<file path="src/cemt_pkg.sv">
`timescale 1ns / 1ps
package cemt_pkg;

    localparam int MaxExtents      = 128;
    localparam int MaxReadClusters = 63;

    localparam logic [11:0] ClusterBad = 12'hFF0;
    localparam logic [23:0] PosMax     = 24'hFFFFFF;
    localparam logic [11:0] RunMax     = 12'hFFF;
    localparam logic [11:0] ClusterMin = 12'd2;

    typedef enum logic [1:0] {
        FUNC_CLEAR  = 2'd0,
        FUNC_APPEND = 2'd1,
        FUNC_READ   = 2'd2,
        FUNC_NOP    = 2'd3
    } func_t;

    typedef enum logic [2:0] {
        ST_OK       = 3'd0,
        ST_RANGE    = 3'd1,
        ST_NOEXT    = 3'd2,
        ST_TOO_LONG = 3'd3,
        ST_BROKEN   = 3'd4
    } status_t;

    typedef enum logic [2:0] {
        REG_RAW_BASE      = 3'd0,
        REG_IMAGE_SIZE    = 3'd1,
        REG_FAT_MODE      = 3'd2,
        REG_VOL_BASE      = 3'd3,
        REG_DATA_AREA     = 3'd4,
        REG_CLUSTER_SHIFT = 3'd5
    } reg_idx_t;

    typedef enum logic [3:0] {
        S_IDLE,
        S_APP_RD,
        S_APP_WAIT,
        S_APP_DO,
        S_RD_CHK,
        S_RD_SPAN,
        S_WALK_RD,
        S_WALK_WAIT,
        S_WALK_CMP,
        S_CHUNK,
        S_OUT
    } state_t;

    // one stored extent
    typedef struct packed {
        logic [23:0] lstart;
        logic [11:0] pstart;
        logic [11:0] run;
    } extent_t;

    // result word held for the output stage
    typedef struct packed {
        status_t     status;
        logic [31:0] addr;
        logic [31:0] len;
        logic        last;
    } result_t;

endpackage

</file>
<file path="src/cemt_cfg.sv">
`timescale 1ns / 1ps
module cemt_cfg (
    input  logic        aclk,
    input  logic        aresetn,
    input  logic        cfg_valid,
    output logic        cfg_ready,
    input  logic [2:0]  cfg_index,
    input  logic [31:0] cfg_data,
    output logic [31:0] raw_base,
    output logic [31:0] image_size,
    output logic        fat_mode,
    output logic [31:0] vol_base,
    output logic [31:0] data_area_off,
    output logic [3:0]  eff_shift
);

    logic [31:0] raw_base_reg, image_size_reg, vol_base_reg, data_area_off_reg;
    logic        fat_mode_reg;
    logic [3:0]  shift_reg;

    assign cfg_ready = 1'b1;

    // register file, written on handshake
    always_ff @(posedge aclk) begin
        if (!aresetn) begin
            raw_base_reg      <= '0;
            image_size_reg    <= '0;
            fat_mode_reg      <= 1'b0;
            vol_base_reg      <= '0;
            data_area_off_reg <= '0;
            shift_reg         <= 4'd9;
        end else if (cfg_valid) begin
            case (cemt_pkg::reg_idx_t'(cfg_index))
                cemt_pkg::REG_RAW_BASE:      raw_base_reg      <= cfg_data;
                cemt_pkg::REG_IMAGE_SIZE:    image_size_reg    <= cfg_data;
                cemt_pkg::REG_FAT_MODE:      fat_mode_reg      <= cfg_data[0];
                cemt_pkg::REG_VOL_BASE:      vol_base_reg      <= cfg_data;
                cemt_pkg::REG_DATA_AREA:     data_area_off_reg <= cfg_data;
                cemt_pkg::REG_CLUSTER_SHIFT: shift_reg         <= cfg_data[3:0];
                default: ;
            endcase
        end
    end

    assign raw_base      = raw_base_reg;
    assign image_size    = image_size_reg;
    assign fat_mode      = fat_mode_reg;
    assign vol_base      = vol_base_reg;
    assign data_area_off = data_area_off_reg;
    // clamp to 9..15; a 4-bit field never exceeds 15
    assign eff_shift     = (shift_reg < 4'd9) ? 4'd9 : shift_reg;

endmodule

</file>
<file path="config.mk">
export PLATFORM = sky130hd
export DESIGN_NAME = cemt_cfg
export DESIGN_NICKNAME = d
export VERILOG_FILES = /design/src/cemt_pkg.sv /design/src/cemt_cfg.sv
export SDC_FILE = /design/constraint.sdc
export NUM_CORES = 1
export LEC_CHECK = 0
export BUFFER_PORTS_ARGS = -buffer_cell sky130_fd_sc_hd__clkbuf_2
export CORE_MARGIN = 4
export CORE_UTILIZATION = 30
export CTS_CLUSTER_DIAMETER = 80
export CTS_CLUSTER_SIZE = 10
export DETAILED_ROUTE_END_ITERATION = 16
export RECOVER_POWER = 100
export SYNTH_ARGS = -nofsm -noshare
export SYNTH_HDL_FRONTEND = slang
export SYNTH_SLANG_ARGS = --single-unit
</file>
<file path="constraint.sdc">
create_clock -name aclk -period 1.46 [get_ports aclk]
set_input_delay 0.146 -clock aclk [delete_from_list [all_inputs] [get_ports aclk]]
set_output_delay 0.146 -clock aclk [all_outputs]
set_load 0.02 [all_outputs]
</file>
==> results by group <==
Timing
  – Final Max Slew Viols: 0
  – Final Setup Violations: 0
  – Final Skew: 0 ps
  – Setup TNS: 0 ps
  – Slew HR: 39.64%
  – Tmin final: 1304 ps
  – Achievable frequency: approximately 770 MHz
  – Worst-margin pin slew: 905.5 ps
  – RSZ-0062 raised after global routing: no
  – Final setup margin: about 160 ps
  – Fin. Hold Viols: 0
  – Final Cycle Share: 89.32%

Floorplanning
  – Die height: 136.7 µm
  – Initial core utilization: 30.96%
  – Die width: 136.7 µm
  – Die Area: 18700 µm²
  – Row cnt: 46
  – Core area: 16060 µm²
  – Ports: about 170

Logic synthesis
  – #FFs+latches synth: around 130
  – Synth unique cells: 19
  – Top cell type by total area after synthesis: dfxtp_1
  – Post-Syn Instances: 480
  – Post-synth top area share: 53.55%
  – Cell area after synthesis: 4972 µm²
  – Yosys warns: 0
  – Largest cells by area after synthesis: dfxtp_1 54%, mux2i_1 27%, nand2_1 12%
  – Top cells by count, synth: 163 x nand2_1, 133 x dfxtp_1, 133 x mux2i_1, 11 x clkbuf_1, 10 x buf_2
  – Most numerous cell in the Yosys netlist: nand2_1
  – Post-synth EDFFs: 0
  – Mapped Avg Cell Area: 10.36 µm²
  – Synth Flop Type: dfxtp_1
  – Share of flip-flops with an asynchronous set or reset: 0%
  – Register area share after synthesis: between 50% and 60%

Finish
  – Sequential Area: 2663 µm²
  – Nets: just under 700
  – Cell area after layout: 6648 µm²
  – Area of the multi-input gates: 2116 µm²
  – Fillers: 1639
  – Area Growth Syn to Fin: 33.69%
  – Ant diodes: 0
  – Non-Filler Instances: 880
  – Share of layout cells above drive strength 1: 13.25%

Clocking
  – Cts bufs inserted: 17
  – Clock root buffer: clkbuf_16
  – Post-CTS sizing: 0
  – Hold-fix buffers, CTS: 0
  – Clk_lat worst skew: roughly 400 ps
  – Clk sinks: 133
  – Clock-pin slew on the worst setup and hold paths: ~50 ps
  – CTS H-tree lvls: 4
  – Setup bufs post-CTS: 0
  – Max clock buf depth: 2
  – CTS tree: yes

Setup path
  – R2R Path Start: shift_reg[3]
  – Worst R2R Path Depth: 2
  – Crit Path Class: flop to output pin
  – Worst path arrival time: 1160 ps
  – R2r setup slk: 820 ps
  – Crit path cell chain: and2_1, clkbuf_1
  – CP required: 1310 ps
  – Peak fanout along the critical path: 4
  – Crit start category: flop
  – Reg2Reg Capture Point: shift_reg[3]
  – Setup crit end kind: output pin
  – Delay of the slowest critical-path stage: 360 ps
  – Max stage delay cell, worst path: dfxtp_1

Routing
  – Total Routed Length: roughly 13 mm
  – DRC: 0
  – Routed length per instance: approximately 15 µm
  – Vias: 3878
  – Initial drt markers: 97
  – Drt pass-1 iters: 4
  – DRT antenna net count: 0
  – Vias per cell: 4.407

GRT
  – Gr usage total: 14.03%
  – Largest net degree at the start of global routing: between 50 and 60
  – Initial antenna violation count: 0
  – Vias in the first global route: 3874
  – Global-route wire length before repair: 20.35 mm
  – GRT Residual Overflow: 0

Placement
  – Post-DP Area: 6141 µm²
  – I/O Buffers: around 170
  – Dpl hpwl: 9.613 mm
  – # placed instances: 848
  – Final GP Congestion: 0.7101
  – Place WS: 177.3 ps

Worst hold path
  – Worst Hold End: shift_reg[0]
  – Hold-critical path depth: 3
  – Worst hold path type: input port to flop
  – HP Start: cfg_data[0]

Power and ir drop
  – Peak supply drop: ~800 µV
  – P_leak: 2.853 nW
  – Cell area power density: 1391 nW/µm²
  – Power Total: 9.249 mW

Outcome
  – Outcome: finished clean

Flow run
  – Total of max-cap violations: 0
==> layer usage <==
layer | share of wire (%) | vias to the layer above | global-route usage, %
met5 | 0 | - | 0
met3 | 6.4 | 12 | 4.706
li1 | - | 1929 | -
met2 | 49 | 114 | 22.89
met1 | 44 | 1823 | 17.20
met4 | 1.1 | 0 | 5.151
==> cell usage in the layout, fill, tap and decap left out, drive strengths merged, types with 2 or more instances in the layout <==
| cell | Yosys | layout |
|---|---|---|
| inv | 1 | 2 |
| and2 | 2 | 2 |
| nand2 | 163 | 163 |
| nor2b | 4 | 4 |
| dfxtp | 133 | 133 |
| buf | 24 | 13 |
| bufinv | 0 | 6 |
| and4bb | 2 | 2 |
| clkinv | 0 | 3 |
| mux2i | 133 | 133 |
| nand4b | 2 | 2 |
| clkbuf | 11 | 193 |
| clkinvlp | 0 | 2 |
| conb | 1 | 2 |
==> cell families after synthesis <==
kind of cell           Yosys count  synth area share [%]
AOI/OAI and AO/OA                1                0.1510
buffers and inverters           36                 4.479
DFF                            133                 53.55
muxes                          133                 26.77
other                            1               0.07542
and+or+nand+nor                176                 14.97
==> through the flow <==
stage          utilization (%)  hold slack, ps
3_5_place_dp             38.24           445.3
5_1_grt                  41.40           25.54
2_1_floorplan                -           312.4
6_report                 41.40           34.35
4_1_cts                  42.54           9.081
3_3_place_gp             38.24           441.9
==> area by class of cell <==
cell class	instances	share of cell area, %
well taps	216	4.065
clock buffers	20	7.021
inverters	1	0.05647
multi-input cells	312	31.83
repair buffers	186	13.63
clock inverters	12	3.350
flip-flops and latches	133	40.05
==> worst max-delay path: cells and delay by family, from the launching register on <==
| kind | cells | cell delay (ps) |
|---|---|---|
| DFF | 1 | 360 |
| buffers and inverters | 1 | 240 |
| and+or+nand+nor | 1 | 160 |
==> worst max-delay path by stage <==
stage	start	endpoint	slack (ps)	cells past startpoint
6_report	shift_reg[3]	eff_shift[1]	160	2
5_1_grt	aresetn	raw_base[15]	50	5
4_1_cts	shift_reg[1]	eff_shift[0]	140	2
3_5_place_dp	cfg_index[0]	raw_base[14]	180	4
3_3_place_gp	cfg_index[0]	raw_base[17]	230	4
2_1_floorplan	cfg_index[0]	raw_base[10]	430	3
==> power by group <==
part           leakage [nW]  internal, mW  switching [mW]
clock network         0.333          3.34            1.57
registers              1.08          3.71          0.0446
logic                  1.44         0.200           0.378
(Power assumes the default switching activity.)
