$ cat src/cemt_ram.sv
`timescale 1ns / 1ps
module cemt_ram #(
    parameter int WIDTH = 8,
    parameter int DEPTH = 16
) (
    input  logic                     aclk,
    input  logic                     we,
    input  logic [$clog2(DEPTH)-1:0] waddr,
    input  logic [WIDTH-1:0]         wdata,
    input  logic [$clog2(DEPTH)-1:0] raddr,
    output logic [WIDTH-1:0]         rdata
);

    logic [WIDTH-1:0] mem [DEPTH];

    always_ff @(posedge aclk) begin
        if (we) begin
            mem[waddr] <= wdata;
        end
        rdata <= mem[raddr];
    end

endmodule

$ cat config.mk
export PLATFORM = sky130hd
export DESIGN_NAME = cemt_ram
export DESIGN_NICKNAME = d
export VERILOG_FILES = /design/src/cemt_ram.sv
export SDC_FILE = /design/constraint.sdc
export NUM_CORES = 1
export LEC_CHECK = 0
export ABC_AREA = 1
export BUFFER_PORTS_ARGS = -buffer_cell sky130_fd_sc_hd__buf_4
export CAP_MARGIN = 20
export CORE_AREA = 4 4 110 112
export DETAILED_ROUTE_END_ITERATION = 16
export DIE_AREA = 0 0 114 116
export GPL_TIMING_DRIVEN = 0
export HOLD_SLACK_MARGIN = 0.06
export PLACE_DENSITY_LB_ADDON = 0.05
export SYNTH_ARGS = -nofsm -noshare
export SYNTH_HDL_FRONTEND = slang
export SYNTH_SLANG_ARGS = --single-unit
$ cat constraint.sdc
create_clock -name aclk -period 2.06 [get_ports aclk]
set_clock_uncertainty 0.2 [all_clocks]
set_input_delay 0.412 -clock aclk [delete_from_list [all_inputs] [get_ports aclk]]
set_output_delay 0.412 -clock aclk [all_outputs]
set_load 0.005 [all_outputs]
==> summary.txt, run 1 <==
Clock tree
  – CTS H-tree depth: 4
  – Sinks on Clock Net: between 100 and 150
  – CTS tree: built
  – Post-cts resize count: 0
  – Hold buffer count at CTS: 0
  – Worst-Skew Late Latency: around 420 ps
  – Root buffer cell: clkbuf_16
  – Bufs on Longest Clock Path: 2
  – CTS Buf Count: 17
  – Clock transition at path regs: about 60 ps
  – Postcts setup bufs: 0

Power and ir drop
  – PwrDens: 941.7 mW/mm²
  – Comb pwr share: 6.6%
  – LEAKAGE: between 0.002 and 0.003 µW
  – Sequential cell fraction of total power: between 40% and 50%
  – Pwr Total: 6263 µW
  – VDD IR max: 0.0004884 V
  – Total net switching power: between 1000 and 1500 µW
  – Cell Int Power: between 4000 and 5000 µW
  – Sw Ratio: around 22%
  – Clock power share: between 40% and 50%

Worst setup path
  – Maximum cell stage delay along the critical path: between 700 and 800 ps
  – CP startpoint kind: input pin
  – CP max FO: 8
  – Worst EP arrival: approximately 1600 ps
  – Worst Path Buf+Inv: 1
  – Worst-path cell chain: buf_4, nand3b_1, nor2_1
  – Worst reg2reg path depth: 6
  – CP top delay family: simple AND/OR/NAND/NOR gates
  – Slowest CP cell: nor2_1
  – Worst EP required: about 1900 ps
  – Setup crit end kind: flip-flop
  – WS Path Type: input pin to flip-flop
  – Crit path depth: 3

Logic synthesis
  – Sequential area share after synthesis: between 60% and 70%
  – Seq cells post-synth: 136
  – Post-synth EDFFs: around 130
  – Synth Cell Area: 0.005767 mm²
  – Top FF cell, synth: edfxtp_1
  – Most frequent cell after synthesis: nand2_1
  – Post-synth ARST share: 0%
  – Synth Net Count: between 500 and 600
  – Post-Syn Instances: 551
  – Mean Syn Cell Area: between 10 and 15 µm²
  – Synth warn: 0
  – Area share of the leading cell type in the synthesized netlist: roughly two thirds
  – Yosys top cell by area: edfxtp_1
  – Synth cell types: 12
  – Most instantiated cells after synthesis: 173 x nand2_1, 128 x edfxtp_1, 100 x inv_1
  – Top post-synthesis cells by area: edfxtp_1 67%, nand2_1 11%, nand3_1 8.4%

Finish
  – Register area: between 0.004 and 0.005 mm²
  – Multi-input logic area: roughly 0.0012 mm²
  – Fin cells: 748
  – # fillers: between 900 and 1000
  – Area Overhead vs Synth: 15.32%
  – Layout cells sized above 1: between 10% and 20%
  – Antenna cell count: 0
  – Utilization after layout: slightly below 60%
  – Post-Layout Inst Area: around 0.0067 mm²
  – Net total in the final layout: 610

Global routing
  – GRT Util Overall: about 22%
  – Number of global-route vias before repair: 3667
  – First-pass GRT wire length: 21150 µm
  – Largest net degree at the start of global routing: 17
  – Residual overflow from global routing: 0
  – Initial antenna violation count: 0

Status
  – Status: finished, final reports clean

Timing
  – Worst-margin pin slew: roughly 940 ps
  – Final setup margin: about 320 ps
  – Unrepaired setup endpoints after global routing: no
  – Setup violations, final: 0
  – Hold Violations, Final: 0
  – Final Max Slew Viols: 0
  – Fin crit share: between 80% and 90%
  – Relative slew slack: between 30% and 40%
  – Max Fclk: ~580 MHz
  – Period minus WS final: about 1700 ps

Floorplan
  – Die Y: 116 µm
  – Starting density of the core: between 50% and 60%
  – Die W: approximately 110 µm
  – FP Rows: 39
  – Core Box Area: 0.01122 mm²
  – # IOs: 26
  – Die footprint: approximately 0.013 mm²

Placement
  – Placed cell count: around 720
  – PortBufs: 22
  – Place WS: -127.3 ps
  – RePlAce Congestion: approximately 0.94
  – Final HPWL DP: roughly 9000 µm
  – Post-DP Area: around 0.0061 mm²

Job
  – Number of max-cap violations: 0

Drt
  – ANT nets after route: 0
  – Remaining DRCs: 0
  – Final WL: 13580 µm
  – DR vias: between 3000 and 4000
  – Routed WL per cell: 18.15 µm
  – 1st-iter DRT viols: 370
  – Drt first pass iters: 5
  – Via density: about 5.0

Hold path
  – Hold path depth: 1
  – Hold Crit Class: input pin to flip-flop
==> layout make-up <==
cell class                      instances  area share, %
Clock inverter                         14          1.656
Buffer                                 24          2.502
Clock buffer                           18          6.453
Timing Repair Buffer                   22          2.484
Inverter                              102          5.757
Tap cell                              143          2.691
Sequential cell                       136          60.21
Multi-Input combinational cell        289          18.25
==> power groups by stage <==
| stage | logic (µW) | registers, µW | clock network (µW) |
|---|---|---|---|
| after floorplan | 218 | 3170 | 0 |
| after global placement | 408 | 3160 | 0 |
| after detailed placement | 413 | 3170 | 0 |
| after CTS | 416 | 3110 | 2770 |
| after global routing | 457 | 3110 | 2910 |
| final | 416 | 3110 | 2740 |
==> state kept, by name, summed over array words and instances (netlist names) <==
signal  flops
mem       128
rdata       8
==> placed cells by master (no fill, tap or decap) <==
master      Yosys  layout
clkbuf_1        0       1
buf_2          13      13
clkinv_1        0       3
nor2_1         17      17
buf_1           1       1
buf_4           4      26
clkinv_4        0       1
inv_2           2       2
nand3b_1        2       2
nand3_1        97      97
bufinv_16       0       1
clkinv_2        0       3
nand2_1       173     173
buf_6           6       6
dfxtp_1         8       8
clkbuf_16       0      17
clkinvlp_4      0       6
edfxtp_1      128     128
inv_1         100     100
==> per-stage QoR <==
stage               hold WS (ps)  setup TNS, ps
floorplan                  310.9              0
global route               141.4              0
global placement           477.2          -1494
CTS                        119.5              0
detailed placement         469.4          -2524
finish                     128.4              0
==> path summary, 6_finish.rpt <==
check / from / end / slack (ps)
min: wdata[4] / mem[14][4] / 130
max: waddr[3] / mem[7][7] / 320
max reg2reg: mem[8][1] / rdata[1] / 800
min reg2reg: mem[11][6] / rdata[6] / 500
==> worst register-to-register path: stages (launching register included) <==
cell      delay, ps
edfxtp_1        360
inv_1            60
nand2_1          50
nand3_1         140
nand3_1          90
nand3_1         170
nand2_1          80
==> routing by layer <==
layer  track usage [%]  vias to the layer above  wire length [µm]
met4             8.155                        0               381
met5                 0                        -                 0
met2             33.37                      152              5968
met3             5.587                       29              1030
met1             31.59                     1736              6195
li1                  -                     1855                 -
==> logic make-up after synthesis <==
kind of cell | Yosys count | synth area share [%]
simple gates | 289 | 21.05
buf+inv | 126 | 9.525
flops | 136 | 69.43
Note: power is estimated with default switching activity, not from simulation.
==> run 2, diff against run 1 <==
clock period = 1.46 ns   (was 2.06 ns; I/O delays follow)
==> summary.txt, run 2 (synthesis gave the netlist of run 1 again) <==
Status
  – Status: finished, violations left
  – Violated checks: negative setup slack

Clock tree
  – Clock transition at path regs: 50 ps (about the same)
  – CTS Buf Count: 17 (unchanged)
  – Root buffer cell: clkbuf_16
  – CTS tree: built
  – CTS H-tree depth: 4 (unchanged)
  – Worst-Skew Late Latency: 420 ps (about the same)
  – Sinks on Clock Net: 136 (unchanged)
  – Postcts setup bufs: 0 (unchanged)
  – Bufs on Longest Clock Path: 2 (unchanged)

Worst setup path
  – Worst EP required: 1300 ps (-600 ps)
  – CP max FO: 8 (unchanged)
  – Worst EP arrival: 1460 ps (-120 ps)
  – Setup crit end kind: flip-flop
  – WS Path Type: input pin to flip-flop
  – CP startpoint kind: input pin

Finish
  – Layout cells sized above 1: 13.54% (+1.1 points)
  – Antenna cell count: 0 (unchanged)
  – Max reg flops: 128 (unchanged)
  – Most frequent cells in the layout: 173 x nand2_1, 128 x edfxtp_1, 100 x inv_1
  – Biggest register: mem
  – Commonest non-fill, non-tap cell in the layout: nand2_1
  – Area Overhead vs Synth: 17.05%
  – Net total in the final layout: 618 (+1.3%)
  – Largest regs: mem (128), rdata (8)

Drt
  – DR vias: 3866 (+2.5%)
  – Via density: 5.114 (+1.4%)
  – Final WL: 13690 µm (+0.85%)
  – Drt first pass iters: 5 (unchanged)
  – Remaining DRCs: 0 (unchanged)
  – Routed WL per cell: 18.11 µm (-0.22%)
  – 1st-iter DRT viols: 386 (+4.3%)
  – ANT nets after route: 0 (unchanged)

Power and ir drop
  – Pwr Total: 8863 µW (+42%)
  – LEAKAGE: 0.002907 µW (+1.1%)
  – VDD IR max: 0.0006892 V (+41%)
  – PwrDens: 1313 mW/mm² (+39%)

Floorplan
  – Die W: 114 µm (unchanged)
  – FP Rows: 39 (unchanged)
  – Core Box Area: 0.01122 mm² (unchanged)
  – # IOs: 26 (unchanged)
  – Die footprint: 0.01322 mm² (unchanged)
  – Starting density of the core: 51.38% (unchanged)
  – Die Y: 116 µm (unchanged)

Job
  – Number of max-cap violations: 0 (unchanged)

Placement
  – PortBufs: 22 (unchanged)
  – Final HPWL DP: 8998 µm (unchanged)
  – Place WS: -607.3 ps (-480.0 ps)
  – RePlAce Congestion: 0.9369 (unchanged)

Global routing
  – Largest net degree at the start of global routing: 17 (unchanged)
  – Initial antenna violation count: 0 (unchanged)
  – First-pass GRT wire length: 21250 µm (+0.46%)
  – Residual overflow from global routing: 0 (unchanged)
  – GRT Util Overall: 22.29% (+0.079 points)
  – Number of global-route vias before repair: 3698 (+0.85%)

Timing
  – Final setup margin: -159.8 ps (-481.7 ps)
  – Total negative slack: -3172 ps (-3172 ps)
  – Period minus WS final: between 1500 and 2000 ps
  – Fin crit share: 110.9%
  – Worst-margin pin slew: 875.9 ps (-60.05 ps)
  – Setup violations, final: 24 (+24)
  – Max Fclk: just over 600 MHz
  – Relative slew slack: 41.39% (+4.0 points)
  – Unrepaired setup endpoints after global routing: yes
  – Hold Violations, Final: 0 (unchanged)
  – Final Max Slew Viols: 0 (unchanged)

Hold path
  – Hold Crit Class: input pin to flip-flop
-- run 2: cell count changes in the layout (fill, tap and decap cells not counted), sizes merged --
cell	delta
dlygate4sd3	+8
-- run 2: stage by stage --
| step | cell area, µm² | util (%) | cells | hold WS, ps |
|---|---|---|---|---|
| 6_report | 6750 | 60.14 | 756 | 115.3 |
| 5_1_grt | 6750 | 60.14 | 756 | 128.5 |
| 4_1_cts | 6745 | 60.10 | 756 | 111.5 |
| 3_5_place_dp | 6111 | 54.45 | 716 | 433.4 |
| 3_3_place_gp | 6111 | 54.45 | 716 | 421.9 |
| 2_1_floorplan | 5767 | - | 551 | 190.9 |
-- run 2: worst max-delay path, cell delays in order --
cell	delay, ps
buf_4	120
nand3b_1	300
nor2_1	740
-- run 2: area by class of cell --
class / count / area (µm²)
inverter: 102 / 382.9
clock inverter: 14 / 110.1
fill: 933 / 4473
sequential: 136 / 4004
timing repair buffer: 30 / 245.2
multi-input combinational: 289 / 1234
buffer: 24 / 166.4
clock buffer: 18 / 429.2
tap: 143 / 178.9
-- run 2: layer usage --
layer  up-vias  routed length, µm  global-route usage [%]
met2       160               6059                   33.37
met1      1806               6299                   31.83
met3        31                956                   5.587
li1       1869                  -                       -
met4         0                376                   8.155
met5         -                  0                       0
-- run 2: final timing paths --
kind,start,slack [ps],endpoint,cells past startpoint
setup / recovery,waddr[3],-160,mem[6][2],3
hold / removal,raddr[3],120,rdata[7],3
setup reg to reg,mem[9][2],210,rdata[2],6
hold reg to reg,mem[8][7],500,rdata[7],6
-- run 2: what timing repair did --
action / 4_1_cts / 5_1_grt
hold buffers: 8 / 0
endpoints found under the setup margin: 64 / 40
gates resized for setup: 6 / 2
endpoints found under the hold margin: 122 / 0
-- run 2: report_power, final --
part | switching [µW] | leakage (µW) | total, µW | internal (µW)
logic | 403 | 0.00144 | 609 | 206
clock network | 1560 | 0.000246 | 3870 | 2310
registers | 21.7 | 0.00122 | 4390 | 4370
total | 1990 | 0.00291 | 8860 | 6880
